`src/rtl/sft_pkg.sv`:
```
// sft_pkg: shared constants, field widths and types for the sparse fast transpose
// used by sft_entry_store, sft_col_unit and sparse_triplet_fast_transpose
// no dependencies
package sft_pkg;

    localparam int DEF_MAX_TERMS = 64;
    localparam int DEF_MAX_DIM   = 256;

    localparam int IDX_W      = 9;
    localparam int VAL_W      = 32;
    localparam int TDATA_W    = 56;
    localparam int CFG_IDX_W  = 1;
    localparam int CFG_DATA_W = 9;

    // register indexes on the configuration channel
    localparam logic [CFG_IDX_W-1:0] CFG_ROW_COUNT = 1'b0;
    localparam logic [CFG_IDX_W-1:0] CFG_COL_COUNT = 1'b1;

    // one stored triplet
    typedef struct packed {
        logic signed [VAL_W-1:0] value;
        logic [IDX_W-1:0]        col;
        logic [IDX_W-1:0]        row;
    } entry_t;

    // operations of the column unit
    typedef enum logic [2:0] {
        COL_NONE   = 3'd0,
        COL_READ   = 3'd1,
        COL_CLEAR  = 3'd2,
        COL_INC    = 3'd3,
        COL_PREFIX = 3'd4,
        COL_BUMP   = 3'd5
    } col_op_t;

endpackage

```
`src/rtl/sft_entry_store.sv`:
```
// sft_entry_store: triplet memory, one write port and one registered read port
// depends on sft_pkg (entry_t)
module sft_entry_store
    import sft_pkg::*;
#(
    parameter int MAX_TERMS = DEF_MAX_TERMS,
    localparam int TERM_AW  = (MAX_TERMS > 1) ? $clog2(MAX_TERMS) : 1
)
(
    input  logic                  clk,
    input  logic                  wr_en,
    input  logic [TERM_AW-1:0]    wr_addr,
    input  entry_t                wr_data,
    input  logic [TERM_AW-1:0]    rd_addr,
    output entry_t                rd_data
);

    entry_t mem [MAX_TERMS];
    entry_t rd_data_reg;

    always_ff @(posedge clk)
    begin
        if (wr_en)
        begin
            mem[wr_addr] <= wr_data;
        end
        rd_data_reg <= mem[rd_addr];
    end

    assign rd_data = rd_data_reg;

endmodule

```
`config.mk`:
```
export PLATFORM = sky130hd
export DESIGN_NAME = sft_entry_store
export DESIGN_NICKNAME = d
export VERILOG_FILES = /design/src/rtl/sft_pkg.sv /design/src/rtl/sft_entry_store.sv
export SDC_FILE = /design/constraint.sdc
export NUM_CORES = 2
export LEC_CHECK = 0
export CORE_MARGIN = 4
export CORE_UTILIZATION = 55
export DETAILED_ROUTE_END_ITERATION = 10
export DONT_BUFFER_PORTS = 1
export PLACE_DENSITY = 0.7
export SLEW_MARGIN = 20
export SYNTH_ARGS = -nofsm -noshare
export SYNTH_HDL_FRONTEND = slang
export SYNTH_SLANG_ARGS = --single-unit
```
`constraint.sdc`:
```
create_clock -name clk -period 7.4 [get_ports clk]
set_input_delay 1.48 -clock clk [delete_from_list [all_inputs] [get_ports clk]]
set_output_delay 1.48 -clock clk [all_outputs]
set_load 0.01 [all_outputs]
```
# [After elaboration in Yosys (flattened, before gate mapping)]
# Memory sizes are Yosys's and may differ from the RTL's. A register that Yosys moved wholly into a read port is not among the register bits.
# Index checks and enable logic that the tools add are counted.
[op_classes] mux=2
[ops] op="$mux 1" count=2
[word_totals] regBits=0 mem_bits_rw=3200 input_bits=64 output_inout_bits=50 n_memories=1
[memory_table] name="mem" words=64 word_bits=50 read_ports=1 rd_ports_with_merged_regs=1 write_ports=1 line="sft_entry_store.sv:18" rtl="entry_t mem [MAX_TERMS];"

# [Depth between registers and ports, before layout]
[logic_depth] word_depth=2 ltp_mapped=10 mapped_depth_nobuf=5

# [Worst setup path after synthesis]
# OpenSTA, ideal clock, no wires.
[synth_path] path_type="in2reg" from="input port wr_addr[3]" to="memory mem[48][0] (netlist name), enable pin" arrival_ps=5386 required_time_ps=6881 path_slack_ps=1495 stages=4 n_path_buf=1 cell_sequence="clkbuf_1 nor2b_1 nand4b_1 nor3_1"
[synth_rtl] element="from (decl)" line="sft_entry_store.sv:12" rtl="input logic [TERM_AW-1:0] wr_addr,"
[synth_rtl] element="to (decl)" line="sft_entry_store.sv:18"
# No word-level cell before the write port.

==> flow_summary.json <==
{
  "syn_area_mm2": 0.1230,
  "p_sw_mw": 7.476,
  "internal-power_mw": 30.20,
  "synth_cell_types": 45,
  "setup_tns_ns": 0,
  "coreArea_mm2": 0.2223,
  "synthCells": 5457,
  "grt_pass1_vias": 59870,
  "htreeDepth": 5,
  "critPathKind": "primary input to flip-flop",
  "maxSlewViolCount": 387,
  "fin_crit_ns": 5.471,
  "crit_family": "simple AND/OR/NAND/NOR gates",
  "ys.flop_type": "edfxtp_1",
  "fin_crit_sh": 0.7393,
  "track_usage": 0.2791,
  "critPathRequiredTime_ns": 8.17,
  "powerDensity_mw_per_mm2": 274.5,
  "cts_setup_buffers": 0,
  "cts-buffers-inserted": 328,
  "fin_nets": 5674,
  "root_buffer": "clkbuf_16",
  "grt_max_degree": 512,
  "p_clk_frac": 0.423,
  "switching_share": 0.1984,
  "clk_latency_ns": 0.93,
  "synth_enable_flop_cells": 3200,
  "worstMarginPinSlew_ns": 2.551,
  "hp-class": "primary input to flip-flop",
  "wl_mm": 320.6,
  "syn_nets": 5521,
  "min_path_cells": 0,
  "finalSetupViolCount": 0,
  "reg2reg_from": "mem[21][22]$_DFFE_PP_",
  "tritoncts": "done",
  "dr.pass1.iters": 5,
  "pin_count": 114,
  "clk_path_buf_depth": 4,
  "num_vias": 60280,
  "holdPathEnd": "mem[0][4]$_DFFE_PP_",
  "gp_congestion": 0.7801,
  "pwr-share-comb": 0.034,
  "largest_reg_flops": 3200,
  "die_h_um": 480.8,
  "skew_ns": 0.02939,
  "cp_slowest_cell": "nand2_4",
  "die_area_mm2": 0.2312,
  "routed_via_density": 6.822,
  "r2r_cells": 4,
  "syn_area_per_cell_um2": 22.53,
  "drt_first_iter_violations": 9572,
  "drive_gt1_frac": 0.2460,
  "slowest_delay_ns": 1.65,
  "rsz0062_at_grt": "no",
  "drc": 0,
  "die_x_um": 480.8,
  "antenna_found_initial": 10,
  "timing.slew.headroom": -0.7004,
  "placed_area_mm2": 0.1270,
  "final_cell_area_mm2": 0.1372,
  "regToRegSetupSlack_ns": 5.10,
  "postCtsHoldBufs": 0,
  "grt_pass1_wl_mm": 454.4,
  "finalHoldViolCount": 0,
  "ir_drop_mv": 0.2824,
  "seqPwrFrac": 0.544,
  "cp.buffers_inverters": 1,
  "leakage_nw": 42.67,
  "gr-total-overflow": 0,
  "reg2reg_to": "rd_data[22]$_DFF_P_",
  "cts_sinks": 3250,
  "crit_path_max_fanout": 511,
  "hp-start": "wr_data[4]",
  "start_util": 0.5531,
  "fmax_mhz": 182.8,
  "startpoint_type": "primary input",
  "cap_violations": 0,
  "dp_hpwl_mm": 166.2,
  "synth_warnings": 0,
  "path_cells": "nand2_4, buf_4, o22ai_1, a221o_1, mux4_2, mux2i_1",
  "async_flop_share": 0,
  "failed_checks": "slew limit",
  "run_status": "finished, violations left",
  "ys_seq_area_frac": 0.7897,
  "pre_cts_slack_ns": 1.779,
  "clk_pin_slew_worst_paths_ns": 0.06,
  "cts_resized": 0,
  "crit_path_end_kind": "flip-flop",
  "ys_ff_latch": 3250,
  "syn2layout_area_growth_pct": 11.62,
  "worst-path-stages": 6,
  "worstPathArrival_ns": 6.24,
  "routedWlPerCell_um": 36.29,
  "fin_ws_ns": 1.929,
  "placementRows": 173,
  "ant_nets": 0,
  "portBuffers": 0
}
logic make-up after synthesis:
| group | after synthesis | synth area share |
|---|---|---|
| simple gates | 446 | 0.01743 |
| mux | 1003 | 0.1527 |
| flops | 3250 | 0.7897 |
| buf+inv | 319 | 0.01341 |
| compound gates | 439 | 0.02673 |
metrics by stage:
step / instances / utilization / hold WS, ns / total power, mW
after detailed placement: 8253 / 0.5711 / 0.8304 / 22.11
final: 8835 / 0.6174 / 0.6411 / 37.68
after global routing: 8834 / 0.6174 / 0.6051 / 38.70
after global placement: 8250 / 0.5707 / 0.8016 / 22.10
after floorplan: 5457 / - / 0.7719 / 21.82
after CTS: 8830 / 0.6171 / 0.5824 / 37.81
cells in the mapped netlist, types with 32 or more instances:
library cell  number  share of area
a211oi_1          32         0.0020
mux2_2            68         0.0062
nand3_1           98         0.0040
buf_2             72         0.0029
buf_4             38         0.0023
mux4_2           690           0.13
a221o_1           36         0.0029
nand2_1          110         0.0034
o22ai_1          126         0.0064
clkbuf_1         154         0.0047
nor2_1            98         0.0030
edfxtp_1        3200           0.78
dfxtp_1           50         0.0081
mux2i_1          229          0.019
a22oi_1           80         0.0049
o221ai_1          55         0.0039
nand4_1           65         0.0033
final cells by class:
class	instances	area, um2
clock inverter	159	1310
inverter	1	3.754
fill	14780	85060
multi-input combinational	1888	24770
timing repair buffer	141	1424
clock buffer	418	8910
antenna	3	7.507
tap	2975	3722
sequential	3250	97090
power by group through the flow:
stage / Clock (mW) / Combinational, mW / Sequential (mW)
4_1_cts: 16.1 / 1.24 / 20.5
5_1_grt: 16.9 / 1.31 / 20.5
3_3_place_gp: 0 / 1.22 / 20.9
2_1_floorplan: 0 / 0.990 / 20.8
3_5_place_dp: 0 / 1.23 / 20.9
6_report: 15.9 / 1.26 / 20.5
metal layers:
layer / part of all wire / GRT usage / vias to the layer above / wire [um]
met5: 0 / 0 / - / 0
met4: 0.032 / 0.08479 / 0 / 10320
met3: 0.12 / 0.06359 / 658 / 38150
met2: 0.47 / 0.4247 / 3990 / 150200
met1: 0.38 / 0.4109 / 32030 / 122000
li1: - / - / 23600 / -
worst max-delay path by stage:
stage | from | to | slack [ns]
floorplan | wr_addr[3] | mem[48][0]$_DFFE_PP_ | 1.49
global placement | rd_addr[0] | rd_data[20]$_DFF_P_ | 1.51
detailed placement | rd_addr[0] | rd_data[25]$_DFF_P_ | 1.78
CTS | rd_addr[0] | rd_data[25]$_DFF_P_ | 2.80
global route | rd_addr[0] | rd_data[20]$_DFF_P_ | 2.44
finish | rd_addr[1] | rd_data[38]$_DFF_P_ | 1.93
layout by cell type, fill, tap and decap left out, drive strengths merged, types with 7 or more instances in the layout:
| master | instances |
|---|---|
| nor3 | 9 |
| mux2i | 229 |
| bufinv | 21 |
| nand2 | 110 |
| o221ai | 55 |
| buf | 141 |
| a21oi | 26 |
| nand3 | 98 |
| and3 | 17 |
| a22oi | 80 |
| clkinv | 122 |
| a221o | 36 |
| clkbuf | 418 |
| nor2 | 98 |
| clkinvlp | 11 |
| o211ai | 15 |
| mux4 | 690 |
| nor2b | 28 |
| a311o | 15 |
| nand2b | 9 |
| nand4 | 65 |
| edfxtp | 3200 |
| o22ai | 126 |
| dfxtp | 50 |
| mux2 | 84 |
| o21ai | 15 |
| a31oi | 7 |
| o211a | 7 |
| o22a | 15 |
| a211oi | 32 |
worst register-to-register path: stages, from the launching register on:
cell      delay, ns
edfxtp_1       0.36
mux4_2         0.49
mux2i_1        0.56
mux4_2         0.41
mux2i_1        0.26
No activity file was read; power rests on OpenSTA's default activity.
