File: src/rtl/sft_pkg.sv
// sft_pkg: shared constants, field widths and types for the sparse fast transpose
// used by sft_entry_store, sft_col_unit and sparse_triplet_fast_transpose
// no dependencies
package sft_pkg;

    localparam int DEF_MAX_TERMS = 64;
    localparam int DEF_MAX_DIM   = 256;

    localparam int IDX_W      = 9;
    localparam int VAL_W      = 32;
    localparam int TDATA_W    = 56;
    localparam int CFG_IDX_W  = 1;
    localparam int CFG_DATA_W = 9;

    // register indexes on the configuration channel
    localparam logic [CFG_IDX_W-1:0] CFG_ROW_COUNT = 1'b0;
    localparam logic [CFG_IDX_W-1:0] CFG_COL_COUNT = 1'b1;

    // one stored triplet
    typedef struct packed {
        logic signed [VAL_W-1:0] value;
        logic [IDX_W-1:0]        col;
        logic [IDX_W-1:0]        row;
    } entry_t;

    // operations of the column unit
    typedef enum logic [2:0] {
        COL_NONE   = 3'd0,
        COL_READ   = 3'd1,
        COL_CLEAR  = 3'd2,
        COL_INC    = 3'd3,
        COL_PREFIX = 3'd4,
        COL_BUMP   = 3'd5
    } col_op_t;

endpackage

File: src/rtl/sft_col_unit.sv
// sft_col_unit: per-column count and start memories with the shared adder
// that does count increments, the running prefix sum and slot bumps
// depends on sft_pkg (col_op_t)
module sft_col_unit
    import sft_pkg::*;
#(
    parameter int MAX_TERMS = DEF_MAX_TERMS,
    parameter int MAX_DIM   = DEF_MAX_DIM,
    localparam int CNT_W    = $clog2(MAX_TERMS + 1),
    localparam int DIM_AW   = $clog2(MAX_DIM)
)
(
    input  logic               clk,
    input  col_op_t            op,
    input  logic [DIM_AW-1:0]  addr,
    output logic [CNT_W-1:0]   rd_start
);

    logic [CNT_W-1:0] count_mem [MAX_DIM];
    logic [CNT_W-1:0] start_mem [MAX_DIM];
    logic [CNT_W-1:0] rd_count_reg;
    logic [CNT_W-1:0] rd_start_reg;
    logic [CNT_W-1:0] sum_reg;
    logic [CNT_W-1:0] sum_base;
    logic [CNT_W-1:0] add_a;
    logic [CNT_W-1:0] add_b;
    logic [CNT_W-1:0] add_y;

    // the prefix pass starts from zero at the first column
    assign sum_base = (addr == '0) ? '0 : sum_reg;

    always_comb
    begin
        case (op)
            COL_INC:
            begin
                add_a = rd_count_reg;
                add_b = CNT_W'(1);
            end
            COL_PREFIX:
            begin
                add_a = sum_base;
                add_b = rd_count_reg;
            end
            COL_BUMP:
            begin
                add_a = rd_start_reg;
                add_b = CNT_W'(1);
            end
            default:
            begin
                add_a = rd_count_reg;
                add_b = '0;
            end
        endcase
    end

    assign add_y = add_a + add_b;

    always_ff @(posedge clk)
    begin
        rd_count_reg <= count_mem[addr];
        rd_start_reg <= start_mem[addr];
        case (op)
            COL_CLEAR:
            begin
                count_mem[addr] <= '0;
            end
            COL_INC:
            begin
                count_mem[addr] <= add_y;
            end
            COL_PREFIX:
            begin
                // count is zeroed as it is consumed, ready for the next matrix
                count_mem[addr] <= '0;
                start_mem[addr] <= sum_base;
            end
            COL_BUMP:
            begin
                start_mem[addr] <= add_y;
            end
            default:
            begin
            end
        endcase
    end

    always_ff @(posedge clk)
    begin
        if (op == COL_PREFIX)
        begin
            sum_reg <= add_y;
        end
    end

    assign rd_start = rd_start_reg;

endmodule

File: config.mk
export PLATFORM = sky130hd
export DESIGN_NAME = sft_col_unit
export DESIGN_NICKNAME = d
export VERILOG_FILES = /design/src/rtl/sft_pkg.sv /design/src/rtl/sft_col_unit.sv
export SDC_FILE = /design/constraint.sdc
export NUM_CORES = 2
export LEC_CHECK = 0
export BUFFER_PORTS_ARGS = -buffer_cell sky130_fd_sc_hd__buf_2
export CAP_MARGIN = 20
export CORE_UTILIZATION = 45
export DETAILED_ROUTE_END_ITERATION = 8
export PLACE_DENSITY = 0.71
export SLEW_MARGIN = 0
export SYNTH_ARGS = -nofsm -noshare
export SYNTH_HDL_FRONTEND = slang
export SYNTH_SLANG_ARGS = --single-unit
File: constraint.sdc
create_clock -name clk -period 36.5 [get_ports clk]
set_clock_uncertainty 0.05 [all_clocks]
set_input_delay 7.3 -clock clk [delete_from_list [all_inputs] [get_ports clk]]
set_output_delay 7.3 -clock clk [all_outputs]
set_load 0.005 [all_outputs]
# Word level (Yosys, flattened, before mapping)
# Memories as Yosys holds them, arrays and structs flattened. A register that Yosys moved wholly into a read port is not among the register bits.
# Cells that the tools add are included.
op_classes:
  add_sub_neg: 1
  eq_ne: 4
  n_mux: 14
  bitwise_logic: 3
  reduce_logical: 2
op_table:
  columns: ["cell", "n"]
  rows:
  - ["$mux 7", 4]
  - ["$pmux 7 s2", 2]
  - ["$logic_not 8->1", 1]
  - ["$mux 1", 8]
  - ["$add 7x7->7", 1]
  - ["$eq 3x2->1 const B", 2]
  - ["$eq 3x3->1 const B", 2]
  - ["$or 1x1->1", 3]
  - ["$reduce_or 2->1", 1]
totals:
  register_bits: 7
  ramBits: 3584
  in_bits: 12
  output_inout_bits: 7
  n_memories: 2
mem_list:
  columns: ["name", "words", "word_bits", "read_ports", "rd_ports_with_merged_regs", "wr", "line_no", "rtl"]
  rows:
  - ["count_mem", 256, 7, 1, 1, 1, "sft_col_unit.sv:19", "logic [CNT_W-1:0] count_mem [MAX_DIM];"]
  - ["start_mem", 256, 7, 1, 1, 1, "sft_col_unit.sv:20", "logic [CNT_W-1:0] start_mem [MAX_DIM];"]

# Longest topological paths before layout
logic_depth:
  ltp_word: 6
  ltp_mapped: 15
  ltp_nobuf: 12

# Worst setup path after synthesis
# OpenSTA, ideal clock, no wires.
synth_timing:
  kind: "input port to flip-flop"
  startpoint: "input port addr[0]"
  endpoint: "memory start_mem[0][5] (netlist name), data pin"
  arrival_time_ns: 19.794
  slack_ns: 14.469
  path_stages: 14
  cell_sequence: "buf_2 -> or4_1 -> clkbuf_1 -> or2_2 -> clkbuf_1 -> a31oi_1 -> o21ai_0 -> ha_1 -> a21o_1 -> a21oi_1 -> o21bai_1 -> a21oi_1 -> xor2_1 -> o21ai_0"
synth_via:
  elab_chain_len: 5
synth_rtl:
  columns: ["item", "line_no", "rtl"]
  rows:
  - ["from (decl)", "sft_col_unit.sv:15", "input logic [DIM_AW-1:0] addr,"]
  - ["$logic_not 8->1 (*)", "sft_col_unit.sv:30", "assign sum_base = (addr == '0) ? '0 : sum_reg;"]
  - ["$mux 7 (*)", "sft_col_unit.sv:30", null]
  - ["$pmux 7 s2", "sft_col_unit.sv:34", "case (op)"]
  - ["$add 7x7->7", "sft_col_unit.sv:58", "assign add_y = add_a + add_b;"]
  - ["$mux 7 (no source line) (*)", null, null]
  - ["to (decl)", "sft_col_unit.sv:20", null]
# Every way passes the cells marked *; elsewhere a longest branch is shown, timed or not.

==> metrics.txt <==
H-tree levels 5; register bit total from synthesis 3605; largest family of logic cells by synthesized area multiplexers; synth cell count leaders 3591 x edfxtp_1, 896 x mux4_2, 525 x nor2_1, 448 x a22oi_1, 269 x clkbuf_1; worst r2r src rd_start[0]; Net Sw Power 1760 uW; static leakage between 0.04 and 0.05 uW; maximum fanout along the worst path 103; Worst-Skew Late Latency approximately 0.9 ns; Min-Delay Path Class flop to flop; Largest regs count_mem (1792), start_mem (1792); initial antenna violation count 11; vias per cell just over 6; Synth cell types 36; count leader, synth edfxtp_1; Sink Count roughly 3600; final wirelength around 320000 um; WHS Endpoint sum_reg[0]; wire length per cell 29.6 um; GPL Wtd Cong between 0.8 and 0.9; Syn-to-layout area delta 11.5%; core area a little over 300000 sq um; Tightest Pin Transition roughly 1.3 ns; clock power share 0.412; I/O pin cnt 19; Slew Limit Fails 0; area leader, netlist edfxtp_1; async set-reset flop share out of synthesis 0; synth warn 0; Worst Setup Slack, final 24.00 ns; die area between 300000 and 400000 sq um; post-synthesis sequential area ratio 0.783; CP max stage delay between 0.8 and 0.9 ns; DRT Pass-1 Iters 6; Port-buffer cells 18; initial core utilization 0.452; CP dominant cell by count buf_4; Mapped Avg Cell Area between 20 and 25 sq um; post-route clock period utilization 0.343; final setup violation count 0; cts repair resizes 0; Synth Area in XOR/XNOR 0.000317; delay-heaviest family, CP buffers and inverters; synthesized cell area 138000 sq um; Comb power frac 0.045; Final Hold Viols 0; sw frac 0.208; worst relative slew slack 0.104; cts bufs inserted between 300 and 400; crit path capture type flop; clk root buf clkbuf_16; pin count of the biggest net entering global routing approximately 260; CTS tree built; Worst VDD drop between 40 and 50 uV; first-pass GRT wire length about 470000 um; top_reg_cell synth edfxtp_1; crit path DAT roughly 13 ns; Post-CTS Hold Fix Bufs 0; ANT nets after route 0; type of origin of the critical path input port; routed vias between 60000 and 70000; worst hold slack approximately 0.79 ns; Synth area leaders edfxtp_1 78%, mux4_2 15%, a22oi_1 2.4%; Row Count between 200 and 250; Hold Crit Start sum_reg[0]; slowest CP cell buf_4; PwrDens 55.0 nW/um^2; Final TNS setup 0 ns; CP cell instances buf_12 -> buf_4 -> buf_4 -> buf_12 -> buf_4 -> buf_4 -> mux4_2 -> a22oi_1 -> a21oi_1 -> o41ai_1 -> nand4_1; min cycle time layout ~13 ns; number of flops mapped to enable cells by yosys between 3000 and 4000; Setup Fix Bufs, Post-CTS 0; Synth Area in Adders 0.000688; Die W approximately 560 um; crit path buf inv count 6; Flop pwr share 0.542; share of layout cells above drive strength 1 0.235; area share of the largest cell type after synthesis 0.781; status finished, final reports clean; Mapped Nets ~6400; maximum buffer depth of the clock tree 4; Hold Path Stages 3; number of max-cap violations 0; DIE HEIGHT ~560 um; Worst R2R Setup Slack approximately 32 ns; Total GRT Usage 0.205; CP Class input port to flop; Cells after Synth approximately 6400; multiplexer share of the synthesized area 0.146; Post-route DRC 0; GRT overflow 0; DP HPWL between 150000 and 200000 um; post-synthesis compound-gate area fraction 0.0373; number of DRC markers in iteration 0 about 8300; P_int around 6700 uW; Setup WS pre-CTS 22.87 ns; Data required, critical path around 37 ns; Post-Synth Simple-Gate Area 0.0190; RR Endpoint count_mem[76][1]; vias in the first global route ~67000; Worst-path clk slew around 0.060 ns; Reg2Reg Depth 10; fin nets between 6000 and 7000; fmax about 80 MHz; RSZ-0062 raised after global routing false; total power approximately 8500 uW
cell families (layout without fill, tap and decap cells):
| logic type | after synthesis | after routing |
|---|---|---|
| xor+xnor | 5 | 5 |
| fa+ha+maj | 7 | 7 |
| flops | 3605 | 3605 |
| mux | 897 | 897 |
| simple gates | 653 | 653 |
| other cells | 0 | 9 |
| compound gates | 759 | 759 |
| buf+inv | 425 | 757 |
metal layers:
| layer | global-route usage | wire [um] | vias up |
|---|---|---|---|
| li1 | - | - | 27000 |
| met1 | 0.278 | 121000 | 35000 |
| met2 | 0.331 | 157000 | 3516 |
| met3 | 0.0334 | 28000 | 631 |
| met4 | 0.0858 | 13700 | 6 |
| met5 | 0 | 40 | - |
cell usage in the layout, fill, tap and decap left out, types with 6 or more instances in the layout:
master and n:
o41ai_1 54, nand4_1 14, nand3_2 16, nand2_2 7
nand3_1 21, nor2_1 519, a21oi_1 231, clkbuf_1 62
clkinv_2 50, clkbuf_16 348, nand2_1 33, ha_1 6
diode_2 9, edfxtp_1 3591, buf_12 23, inv_6 6
o21ai_4 7, buf_2 25, a22oi_1 448, mux4_2 896
nor2b_4 7, clkinvlp_4 14, bufinv_16 35, buf_4 92
clkinv_1 77, dfxtp_1 14, inv_1 7
worst register-to-register path, cell delays in order (launching register included):
cell and delay [ns]:
dfxtp_1 0.48, and2_1 0.26, a31oi_1 0.13, o21ai_0 0.10, ha_1 0.25, fa_1 0.57, inv_1 0.10, nor2_4 0.11
buf_4 0.48, buf_4 0.91, buf_4 1.02
through the flow:
step,instance area [sq um],util,std cells
after floorplan,138000,-,6351
final,154000,0.504,10800
after global placement,143000,0.468,10200
after detailed placement,143000,0.468,10200
after global routing,154000,0.504,10800
after CTS,154000,0.504,10800
power groups by stage:
stage                     clock network, uW  registers, uW  logic [uW]
final                                  3490           4590         385
after global routing                   3670           4580         405
after CTS                              3520           4590         387
after detailed placement                  0           4670         386
after global placement                    0           4670         375
after floorplan                           0           4710         241
final cells by class:
cell class / count / area (sq um)
flip-flops and latches: 3605 / 108000
multi-input cells: 2321 / 28400
diodes: 9 / 22.5
fillers: 23100 / 152000
inverters: 7 / 26.3
well taps: 4100 / 5130
clock buffers: 413 / 8980
clock inverters: 192 / 1870
repair buffers: 145 / 1380
worst max-delay path by stage:
| stage | startpoint | end | cells after the start |
|---|---|---|---|
| 5_1_grt | addr[0] | rd_count_reg[2] | 11 |
| 2_1_floorplan | addr[0] | start_mem[0][5] | 14 |
| 3_5_place_dp | addr[0] | rd_count_reg[1] | 11 |
| 3_3_place_gp | addr[0] | rd_count_reg[4] | 11 |
| 4_1_cts | addr[0] | rd_count_reg[1] | 11 |
| 6_report | addr[0] | rd_count_reg[1] | 11 |
Note: power is estimated with default switching activity, not from simulation.
